**config.mk**
```make
export PLATFORM = sky130hd
export DESIGN_NAME = sorted_page_region_table
export DESIGN_NICKNAME = d
export VERILOG_FILES = /design/src/rtl/core/spr_pkg.sv /design/src/rtl/core/spr_ram.sv /design/src/rtl/core/spr_core.sv /design/src/rtl/core/sorted_page_region_table.sv
export VERILOG_INCLUDE_DIRS = /design/src /design/src/rtl/core
export SDC_FILE = /design/constraint.sdc
export NUM_CORES = 2
export LEC_CHECK = 0
export BUFFER_PORTS_ARGS = -buffer_cell sky130_fd_sc_hd__buf_4
export CAP_MARGIN = 40
export CORE_ASPECT_RATIO = 0.8
export CORE_MARGIN = 4
export CORE_UTILIZATION = 34
export DETAILED_ROUTE_END_ITERATION = 10
export PLACE_DENSITY = 0.57
export SETUP_SLACK_MARGIN = 0.2
export SYNTH_ARGS = -nofsm -noshare
export SYNTH_HDL_FRONTEND = slang
export SYNTH_HIERARCHICAL = 1
export SYNTH_SLANG_ARGS = --single-unit
```
**constraint.sdc**
```tcl
create_clock -name clk_i -period 19.1 [get_ports clk_i]
set_input_delay 1.91 -clock clk_i [delete_from_list [all_inputs] [get_ports clk_i]]
set_output_delay 1.91 -clock clk_i [all_outputs]
set_load 0.05 [all_outputs]
```
**src/rtl/core/assert_macros.svh**
```systemverilog
// Assertion helpers, clocked on clk_i with async reset rst_ni.
`ifndef ASSERT_MACROS_SVH
`define ASSERT_MACROS_SVH

// Same-cycle implication.
`define SPR_ASSERT_NOW(lbl, ante, cons, msg) \
  lbl: assert property (@(posedge clk_i) disable iff (!rst_ni) (ante) |-> (cons)) \
    else $error(msg);

// Next-cycle implication.
`define SPR_ASSERT_NEXT(lbl, ante, cons, msg) \
  lbl: assert property (@(posedge clk_i) disable iff (!rst_ni) (ante) |=> (cons)) \
    else $error(msg);

`endif

```
**src/rtl/core/spr_pkg.sv**
```systemverilog
package spr_pkg;

  localparam int NumRegions = 16;
  localparam int IdxW       = (NumRegions > 1) ? $clog2(NumRegions) : 1;
  localparam int CntW       = $clog2(NumRegions + 1);

  localparam int PageW  = 20;
  localparam int SpanW  = 21;
  localparam int SumW   = 22;
  localparam int ProtW  = 3;
  localparam int AttrW  = 4;
  localparam int OpW    = 3;
  localparam int StatW  = 2;
  localparam int CfgIdxW = 1;

  localparam logic [SumW-1:0]  PageSpan    = SumW'(1) << PageW;
  localparam logic [SpanW-1:0] UserLowRst  = SpanW'(1024);
  localparam logic [SpanW-1:0] UserHighRst = SpanW'(786432);

  localparam logic [CfgIdxW-1:0] CfgUserLow  = 1'b0;
  localparam logic [CfgIdxW-1:0] CfgUserHigh = 1'b1;

  typedef enum logic [OpW-1:0] {
    OpInsert = 3'd0,
    OpLookup = 3'd1,
    OpFind   = 3'd2,
    OpCheck  = 3'd3,
    OpClear  = 3'd4
  } op_e;

  typedef enum logic [StatW-1:0] {
    StOk       = 2'd0,
    StOverlap  = 2'd1,
    StFull     = 2'd2,
    StNotFound = 2'd3
  } status_e;

  typedef enum logic [2:0] {
    SIdle,
    SScan,
    SShRd,
    SShWr,
    SWrNew,
    SDone
  } state_e;

  typedef struct packed {
    logic [PageW-1:0] start;
    logic [SpanW-1:0] endp;
    logic [AttrW-1:0] attr;
  } entry_t;

  localparam int EntryW = $bits(entry_t);

  typedef struct packed {
    logic [OpW-1:0]   op;
    logic [PageW-1:0] start;
    logic [SpanW-1:0] count;
    logic             hifirst;
    logic [AttrW-1:0] attr;
  } cmd_t;

  typedef struct packed {
    status_e          status;
    logic [SpanW-1:0] page;
    logic [SpanW-1:0] endp;
    logic [ProtW-1:0] prot;
    logic             shared;
    logic             free;
  } res_t;

  typedef struct packed {
    logic            idle;
    logic [CntW-1:0] count;
  } core_stat_t;

endpackage

```
**src/rtl/core/spr_ram.sv**
```systemverilog
module spr_ram #(
  parameter int Width = 8,
  parameter int Depth = 16,
  localparam int AddrW = (Depth > 1) ? $clog2(Depth) : 1
) (
  input  logic             clk_i,
  input  logic             we_i,
  input  logic [AddrW-1:0] waddr_i,
  input  logic [Width-1:0] wdata_i,
  input  logic [AddrW-1:0] raddr_i,
  output logic [Width-1:0] rdata_o
);

  logic [Width-1:0] mem [Depth];

  always_ff @(posedge clk_i) begin
    if (we_i) begin
      mem[waddr_i] <= wdata_i;
    end
    rdata_o <= mem[raddr_i];
  end

endmodule

```
**src/rtl/core/spr_core.sv**
```systemverilog
module spr_core import spr_pkg::*; (
  input  logic             clk_i,
  input  logic             rst_ni,
  input  logic             start_i,
  input  cmd_t             cmd_i,
  input  logic [SpanW-1:0] user_low_i,
  input  logic [SpanW-1:0] user_high_i,
  input  logic             out_free_i,
  output logic             res_vld_o,
  output res_t             res_o,
  output core_stat_t       stat_o
);

  state_e state_q, state_d;
  cmd_t   cmd_q;
  logic [CntW-1:0]  cnt_q, cnt_d, idx_q, idx_d, pos_q, pos_d, j_q, j_d;
  logic             rdv_q, rdv_d, ovl_q, ovl_d, hit_q, hit_d, full_q;
  entry_t           hent_q, hent_d;
  logic [SpanW-1:0] prev_end_q, prev_end_d, ffirst_q, ffirst_d, flast_q, flast_d;
  logic             prev_vld_q, prev_vld_d, ffv_q, ffv_d, flv_q, flv_d;

  logic             we;
  logic [IdxW-1:0]  waddr, raddr;
  entry_t           wdata, ent;
  logic [EntryW-1:0] rdata;

  logic [SumW-1:0]  end_sum;
  logic             bad_ins, ent_ovl, ent_hit, fits, scan_done, ins_go;
  logic [SpanW-1:0] lo, hi;
  logic [CntW-1:0]  jm1;

  spr_ram #(.Width(EntryW), .Depth(NumRegions)) u_ram (
    .clk_i   (clk_i),
    .we_i    (we),
    .waddr_i (waddr),
    .wdata_i (wdata),
    .raddr_i (raddr),
    .rdata_o (rdata)
  );

  assign ent     = entry_t'(rdata);
  assign end_sum = {2'b00, cmd_q.start} + {1'b0, cmd_q.count};
  assign bad_ins = (cmd_q.count == '0) || (end_sum > PageSpan);
  assign ent_ovl = ({2'b00, ent.start} < end_sum) && ({1'b0, cmd_q.start} < ent.endp);
  assign ent_hit = (cmd_q.start >= ent.start) && ({1'b0, cmd_q.start} < ent.endp);
  assign jm1     = j_q - CntW'(1);

  always_comb begin
    lo = user_low_i;
    if (prev_vld_q && (prev_end_q > user_low_i)) begin
      lo = prev_end_q;
    end
    hi = user_high_i;
    if ((state_q == SScan) && ({1'b0, ent.start} < user_high_i)) begin
      hi = {1'b0, ent.start};
    end
    fits = (hi > lo) && ((hi - lo) >= cmd_q.count);
  end

  assign scan_done = (idx_q == cnt_q) && !rdv_q;
  assign ins_go    = (cmd_q.op == OpInsert) && !bad_ins && !ovl_q && !full_q;

  // next state
  always_comb begin
    state_d = state_q;
    unique case (state_q)
      SIdle: begin
        if (start_i) begin
          state_d = ((cmd_i.op == OpClear) || (cmd_i.op > OpClear)) ? SDone : SScan;
        end
      end
      SScan: begin
        if (scan_done) begin
          if (ins_go) begin
            state_d = (cnt_q > pos_q) ? SShRd : SWrNew;
          end else begin
            state_d = SDone;
          end
        end
      end
      SShRd:  state_d = SShWr;
      SShWr:  state_d = (jm1 > pos_q) ? SShRd : SWrNew;
      SWrNew: state_d = SDone;
      SDone:  state_d = out_free_i ? SIdle : SDone;
      default: state_d = SIdle;
    endcase
  end

  // datapath and outputs
  always_comb begin
    cnt_d      = cnt_q;
    idx_d      = idx_q;
    pos_d      = pos_q;
    j_d        = j_q;
    rdv_d      = 1'b0;
    ovl_d      = ovl_q;
    hit_d      = hit_q;
    hent_d     = hent_q;
    prev_end_d = prev_end_q;
    prev_vld_d = prev_vld_q;
    ffirst_d   = ffirst_q;
    ffv_d      = ffv_q;
    flast_d    = flast_q;
    flv_d      = flv_q;
    we         = 1'b0;
    waddr      = j_q[IdxW-1:0];
    wdata      = ent;
    raddr      = idx_q[IdxW-1:0];
    res_vld_o  = 1'b0;
    res_o      = '0;
    res_o.status = StNotFound;

    unique case (state_q)
      SIdle: begin
        if (start_i) begin
          idx_d      = '0;
          pos_d      = '0;
          j_d        = cnt_q;
          ovl_d      = 1'b0;
          hit_d      = 1'b0;
          prev_vld_d = 1'b0;
          ffv_d      = 1'b0;
          flv_d      = 1'b0;
          if (cmd_i.op == OpClear) begin
            cnt_d = '0;
          end
        end
      end
      SScan: begin
        if (idx_q < cnt_q) begin
          idx_d = idx_q + CntW'(1);
          rdv_d = 1'b1;
        end
        if (rdv_q) begin
          if (ent_ovl) begin
            ovl_d = 1'b1;
          end
          if (ent_hit) begin
            hit_d  = 1'b1;
            hent_d = ent;
          end
          if (ent.start < cmd_q.start) begin
            pos_d = pos_q + CntW'(1);
          end
          if (fits) begin
            flv_d   = 1'b1;
            flast_d = lo;
            if (!ffv_q) begin
              ffv_d    = 1'b1;
              ffirst_d = lo;
            end
          end
          prev_vld_d = 1'b1;
          prev_end_d = ent.endp;
        end
      end
      SShRd: begin
        raddr = jm1[IdxW-1:0];
      end
      SShWr: begin
        we  = 1'b1;
        j_d = jm1;
      end
      SWrNew: begin
        we    = 1'b1;
        waddr = pos_q[IdxW-1:0];
        wdata = '{start: cmd_q.start, endp: end_sum[SpanW-1:0], attr: cmd_q.attr};
        cnt_d = cnt_q + CntW'(1);
      end
      SDone: begin
        res_vld_o = out_free_i;
        unique case (cmd_q.op)
          OpInsert: begin
            if (bad_ins || ovl_q) begin
              res_o.status = StOverlap;
            end else if (full_q) begin
              res_o.status = StFull;
            end else begin
              res_o.status = StOk;
            end
          end
          OpLookup: begin
            if (hit_q) begin
              res_o.status = StOk;
              res_o.page   = {1'b0, hent_q.start};
              res_o.endp   = hent_q.endp;
              res_o.prot   = hent_q.attr[ProtW-1:0];
              res_o.shared = hent_q.attr[AttrW-1];
            end
          end
          OpFind: begin
            if (cmd_q.count != '0) begin
              if (cmd_q.hifirst) begin
                if (fits) begin
                  res_o.status = StOk;
                  res_o.page   = lo;
                end else if (flv_q) begin
                  res_o.status = StOk;
                  res_o.page   = flast_q;
                end
              end else begin
                if (ffv_q) begin
                  res_o.status = StOk;
                  res_o.page   = ffirst_q;
                end else if (fits) begin
                  res_o.status = StOk;
                  res_o.page   = lo;
                end
              end
            end
          end
          OpCheck: begin
            res_o.status = StOk;
            res_o.free   = (cmd_q.count == '0) || !ovl_q;
          end
          OpClear: res_o.status = StOk;
          default: res_o.status = StNotFound;
        endcase
      end
      default: ;
    endcase
  end

  always_ff @(posedge clk_i or negedge rst_ni) begin
    if (!rst_ni) begin
      state_q <= SIdle;
      cnt_q   <= '0;
      rdv_q   <= 1'b0;
    end else begin
      state_q <= state_d;
      cnt_q   <= cnt_d;
      rdv_q   <= rdv_d;
    end
  end

  always_ff @(posedge clk_i) begin
    if (start_i && (state_q == SIdle)) begin
      cmd_q  <= cmd_i;
      full_q <= (cnt_q >= CntW'(NumRegions));
    end
    idx_q      <= idx_d;
    pos_q      <= pos_d;
    j_q        <= j_d;
    ovl_q      <= ovl_d;
    hit_q      <= hit_d;
    hent_q     <= hent_d;
    prev_end_q <= prev_end_d;
    prev_vld_q <= prev_vld_d;
    ffirst_q   <= ffirst_d;
    ffv_q      <= ffv_d;
    flast_q    <= flast_d;
    flv_q      <= flv_d;
  end

  assign stat_o.idle  = (state_q == SIdle);
  assign stat_o.count = cnt_q;

endmodule

```
**src/rtl/core/sorted_page_region_table.sv**
```systemverilog
// Sorted table of up to NumRegions page regions [start, end) with protection and
// shared bits, held in one single-port-write RAM. One operation is in flight at a
// time. Every operation except clear and unknown codes scans the stored regions,
// one RAM read per cycle; an accepted insert then moves each region above the
// insertion point up by one slot, reading it in SShRd and writing it in SShWr,
// and then writes the new entry in SWrNew. Clear and unknown codes go to SDone. The
// result sits in an output register, so the next operation may start while it
// waits to be taken. Configuration writes take effect at once and must be made
// while no operation is pending.
module sorted_page_region_table import spr_pkg::*; (
  input  logic               clk_i,
  input  logic               rst_ni,
  input  logic               cfg_we_i,
  input  logic [CfgIdxW-1:0] cfg_idx_i,
  input  logic [SpanW-1:0]   cfg_data_i,
  input  logic               in_valid_i,
  output logic               in_ready_o,
  input  logic [OpW-1:0]     op_i,
  input  logic [PageW-1:0]   start_page_i,
  input  logic [SpanW-1:0]   page_count_i,
  input  logic               search_high_first_i,
  input  logic [ProtW-1:0]   prot_bits_i,
  input  logic               shared_bit_i,
  output logic               out_valid_o,
  input  logic               out_ready_i,
  output logic [StatW-1:0]   status_o,
  output logic [SpanW-1:0]   page_result_o,
  output logic [SpanW-1:0]   end_result_o,
  output logic [ProtW-1:0]   hit_prot_o,
  output logic               hit_shared_o,
  output logic               range_free_o
);

`include "assert_macros.svh"

  logic [SpanW-1:0] user_low_q, user_high_q;
  logic             out_vld_q, out_free, res_vld, start;
  res_t             res, out_q;
  cmd_t             cmd;
  core_stat_t       stat;

  always_ff @(posedge clk_i or negedge rst_ni) begin
    if (!rst_ni) begin
      user_low_q  <= UserLowRst;
      user_high_q <= UserHighRst;
    end else if (cfg_we_i) begin
      unique case (cfg_idx_i)
        CfgUserLow:  user_low_q  <= cfg_data_i;
        CfgUserHigh: user_high_q <= cfg_data_i;
        default: ;
      endcase
    end
  end

  assign in_ready_o = stat.idle;
  assign start      = in_valid_i && stat.idle;
  assign out_free   = !out_vld_q || out_ready_i;

  assign cmd.op      = op_i;
  assign cmd.start   = start_page_i;
  assign cmd.count   = page_count_i;
  assign cmd.hifirst = search_high_first_i;
  assign cmd.attr    = {shared_bit_i, prot_bits_i};

  spr_core u_core (
    .clk_i       (clk_i),
    .rst_ni      (rst_ni),
    .start_i     (start),
    .cmd_i       (cmd),
    .user_low_i  (user_low_q),
    .user_high_i (user_high_q),
    .out_free_i  (out_free),
    .res_vld_o   (res_vld),
    .res_o       (res),
    .stat_o      (stat)
  );

  always_ff @(posedge clk_i or negedge rst_ni) begin
    if (!rst_ni) begin
      out_vld_q <= 1'b0;
    end else if (res_vld) begin
      out_vld_q <= 1'b1;
    end else if (out_ready_i) begin
      out_vld_q <= 1'b0;
    end
  end

  always_ff @(posedge clk_i) begin
    if (res_vld) begin
      out_q <= res;
    end
  end

  assign out_valid_o   = out_vld_q;
  assign status_o      = out_q.status;
  assign page_result_o = out_q.page;
  assign end_result_o  = out_q.endp;
  assign hit_prot_o    = out_q.prot;
  assign hit_shared_o  = out_q.shared;
  assign range_free_o  = out_q.free;

  `SPR_ASSERT_NOW(a_cnt_max, 1'b1, stat.count <= CntW'(NumRegions), "region count overflow")
  `SPR_ASSERT_NOW(a_res_slot, res_vld, out_free, "result overwrites pending output")
  `SPR_ASSERT_NEXT(a_busy, in_valid_i && in_ready_o, !in_ready_o, "accepted while busy")

endmodule
```
==> out/qor.yml <==
worst_setup_path:
  crit_path_max_incr_delay_ns: 0.46
  path_delay_family: "compound AO/OA/AOI/OAI gates"
  path_buf_inv: 2
  critical_path_class: "reg2reg"
  cpMostUsedCell: "a21o_1"
  cp-end-kind: "flip-flop"
  path_max_fanout: 21
  cpMaxStageDelayCell: "dfxtp_1"
  cp.required_ns: 19.59
  arrival_ns: 8.25
  cp-start-kind: "flip-flop"
clock_network:
  cts-hold-fix-buffers: 0
  cts.path.max_buffers: 3
  clk_latency_ns: 0.73
  cts.clk_slew.worst_paths_ns: 0.07
  htreeDepth: 3
  clock_sinks: 1043
  root_buffer: "clkbuf_16"
  post-cts-setup-buffers: 0
  cts-buffers-inserted: 102
  cts_tree: "built"
  cts_resized: 0
detailed_routing:
  drtIter0Drc: 2430
  firstDrtPassIters: 5
  routed_via_density: 5.284
  routed_wl_um: 123700
  ant_nets: 0
  vias: 25370
  detail_route.wl_per_cell_um: 25.76
  drc: 0
final_layout:
  syn_to_final_growth_pct: 16.96
  finalNetCount: 3216
  drive_gt1_share_pct: 21.24
  final_area_mm2: 0.05284
  fillCellCount: 11880
placed_design:
  finalWeightedCongestion: 0.8464
  numPortBuffers: 126
  dp_hpwl_um: 78070
  placed_cell_area_mm2: 0.04910
power:
  p_per_area_mw_per_mm2: 94.12
  leakagePower_uw: 0.01591
  irDropWorstVdd_mv: 0.06860
sta:
  setup_viol_count_final: 0
  finalCritPeriodShare_pct: 40.63
  finalHoldViolations: 0
  fin_skew_ns: 0.05072
  slew_violations: 0
  finalCriticalPeriod_ns: 7.761
  fmax_ghz: 0.1288
  slew_headroom_pct: 35.18
  grt_setup_unrepaired: "false"
  fin_setup_tns_ns: 0
  worstMarginPinSlew_ns: 0.9723
die:
  ios: 127
  die_x_um: 415.5
  die_area_mm2: 0.1388
  die_h_um: 334.0
  start_util_pct: 34.28
  coreArea_mm2: 0.1318
  num_rows: 119
outcome:
  run_status: "finished, final reports clean"
synthesis:
  synth_edf_count: 946
  synth_fp_nets: 2978
  synth_ff_type: "edfxtp_1"
  syn_avg_cell_area_um2: 16.61
  synth-async-reset-ratio_pct: 4.986
  syn_inst: 2720
  synth.cell_area_mm2: 0.04517
  yosysSeqAreaShare_pct: 67.77
  ys_warn_count: 6
  ys_seq_elements: 1043
  post_synth_num_cell_types: 95
global_routing:
  grt_max_degree: 132
  overflow: 0
  antenna_found_initial: 1
  grt_pass1_vias: 24650
  grt_pass1_wl_um: 177900
  grt_util_all_layers_pct: 17.53
run:
  maxCapViolCount: 0
min_path:
  hold_class: "reg2reg"
==> logic make-up (layout without fill, tap and decap cells) <==
kind of cell	after synthesis	count (layout)	share of synthesized area, %
xor gates and xnor gates	37	37	0.7174
DFF	1043	1043	67.77
muxes	245	245	11.28
AOI/OAI and AO/OA	480	480	7.387
and+or+nand+nor	469	469	5.016
other	0	1	0
adders and majority gates	182	182	5.074
buffers and inverters	264	590	2.753
==> layer usage <==
| layer | routed length [µm] | GRT usage, % | share of wire [%] | vias up |
|---|---|---|---|---|
| li1 | - | - | - | 11260 |
| met1 | 56910 | 25.92 | 46 | 13140 |
| met2 | 55960 | 26.98 | 45 | 826 |
| met3 | 7275 | 2.673 | 5.9 | 143 |
| met4 | 3512 | 4.812 | 2.8 | 0 |
| met5 | 0 | 0 | 0 | - |
==> registers in the layout, indices dropped and copies added, names as in the netlist, 2 cells and up <==
name,count
u_core/pos_q,5
user_high_q,21
user_low_q,21
u_core/ffirst_q,21
page_result_o,21
u_core/flast_q,21
end_result_o,21
u_core/j_q,5
status_o,2
u_core/cmd_q,49
hit_prot_o,3
u_core/idx_q,5
u_core/cnt_q,5
u_core/u_ram/rdata_o,45
u_core/state_q,3
u_core/hent_q,45
u_core/prev_end_q,21
u_core/u_ram/mem,720
==> stage by stage <==
step	util (%)	total power, µW	hold slack [ns]	cells	setup WS, ns
after detailed placement	37.27	2797	0.4262	4606	11.45
after global placement	36.82	2795	0.4171	4579	10.51
after global routing	40.10	5150	0.4409	4800	10.83
final	40.10	4973	0.4332	4801	11.34
after CTS	40.09	5014	0.4372	4798	11.37
after floorplan	-	2718	0.4081	2720	11.08
==> power breakdown <==
part / switching (µW) / internal [µW] / leakage, µW / total, µW
Clock: 899 / 1320 / 0.00181 / 2220
Sequential: 11.9 / 2470 / 0.00725 / 2480
Combinational: 146 / 124 / 0.00684 / 270
==> final timing paths <==
check	slack [ns]	depth (start not counted)	startpoint	end
worst max-delay path	11.34	33	u_core/u_ram/rdata_o[26]$_DFF_P_	page_result_o[19]$_DFFE_PP_
worst min-delay path	0.43	0	u_core/u_ram/rdata_o[1]$_DFF_P_	u_core/hent_q[1]$_DFFE_PP_
worst max register to register	11.34	33	u_core/u_ram/rdata_o[26]$_DFF_P_	page_result_o[19]$_DFFE_PP_
worst min register to register	0.43	0	u_core/u_ram/rdata_o[1]$_DFF_P_	u_core/hent_q[1]$_DFFE_PP_
max in group asynchronous	17.27	1	rst_ni	user_high_q[7]$_DFFE_PN0P_
min in group asynchronous	1.27	1	rst_ni	user_low_q[8]$_DFFE_PN0P_
==> cell type report <==
type / instances / area, µm² / share of cell area [%]
Inverter: 157 / 589.3 / 1.115
Sequential cell: 1043 / 30610 / 57.94
Clock inverter: 73 / 1054 / 1.994
Multi-Input combinational cell: 1413 / 13520 / 25.58
Tap cell: 1754 / 2195 / 4.154
Clock buffer: 119 / 2666 / 5.046
Antenna cell: 1 / 2.502 / 0.004736
Timing Repair Buffer: 241 / 2200 / 4.163
==> cell usage in the layout (no fill, tap or decap), types with 10 or more instances in the layout <==
cell type | synthesis | routed
and2_1 | 34 | 32
mux2_2 | 41 | 41
ha_1 | 180 | 180
a21o_1 | 65 | 65
a2111oi_0 | 10 | 10
a22oi_1 | 110 | 110
mux2_4 | 20 | 20
mux4_2 | 116 | 116
xnor2_1 | 24 | 24
nand2_1 | 190 | 189
o21a_1 | 13 | 13
inv_1 | 157 | 156
clkbuf_16 | 0 | 102
clkinv_2 | 0 | 18
nand3_1 | 21 | 21
bufinv_16 | 0 | 23
dfxtp_1 | 45 | 45
a21oi_1 | 83 | 82
xor2_1 | 13 | 13
a2bb2oi_1 | 19 | 19
edfxtp_1 | 946 | 946
nor2_1 | 84 | 68
clkbuf_1 | 66 | 12
a221oi_1 | 23 | 23
o21ai_0 | 93 | 89
nand4_1 | 21 | 21
mux4_1 | 64 | 64
nor3_1 | 29 | 23
nor2b_1 | 16 | 14
dfrtp_1 | 49 | 49
nand2b_1 | 20 | 20
nor2_4 | 0 | 14
buf_4 | 1 | 213
clkinv_1 | 0 | 15
buf_16 | 0 | 18
==> cells in the mapped netlist (5+ instances only) <==
cell type	number	share of area [%]
or3_1	6	0.083
buf_2	20	0.22
mux4_1	64	3.7
nand3_1	21	0.23
and3_1	5	0.069
nand2b_1	20	0.28
buf_12	11	0.49
a221oi_1	23	0.45
and2_1	34	0.47
nor3_1	29	0.32
mux2_2	41	1.0
nand2_1	190	1.6
ha_1	180	5.0
inv_1	157	1.3
nor2b_1	16	0.22
a2bb2oi_1	19	0.37
clkbuf_1	66	0.55
edfxtp_1	946	63
nand3b_1	6	0.10
a31oi_1	5	0.069
nor2_1	84	0.70
and4_1	5	0.097
a21oi_1	83	0.92
buf_6	6	0.15
dfxtp_1	45	2.0
a21o_1	65	1.1
mux2_4	20	0.66
xnor2_1	24	0.47
o21a_1	13	0.22
mux4_2	116	5.8
xor2_1	13	0.25
a2111oi_0	10	0.19
o21ai_0	93	1.0
nor4_1	10	0.14
nand4_1	21	0.29
a22oi_1	110	1.8
dfrtp_1	49	2.7
a211oi_1	7	0.12
==> worst reg2reg max path, delay by kind of cell (launching register included) <==
family	cells	cell delay, ns
buf+inv	2	0.50
flops	1	0.46
fa+ha+maj	3	0.92
compound gates	22	4.23
mux	1	0.31
simple gates	5	1.15
Note: power is estimated with default switching activity, not from simulation.
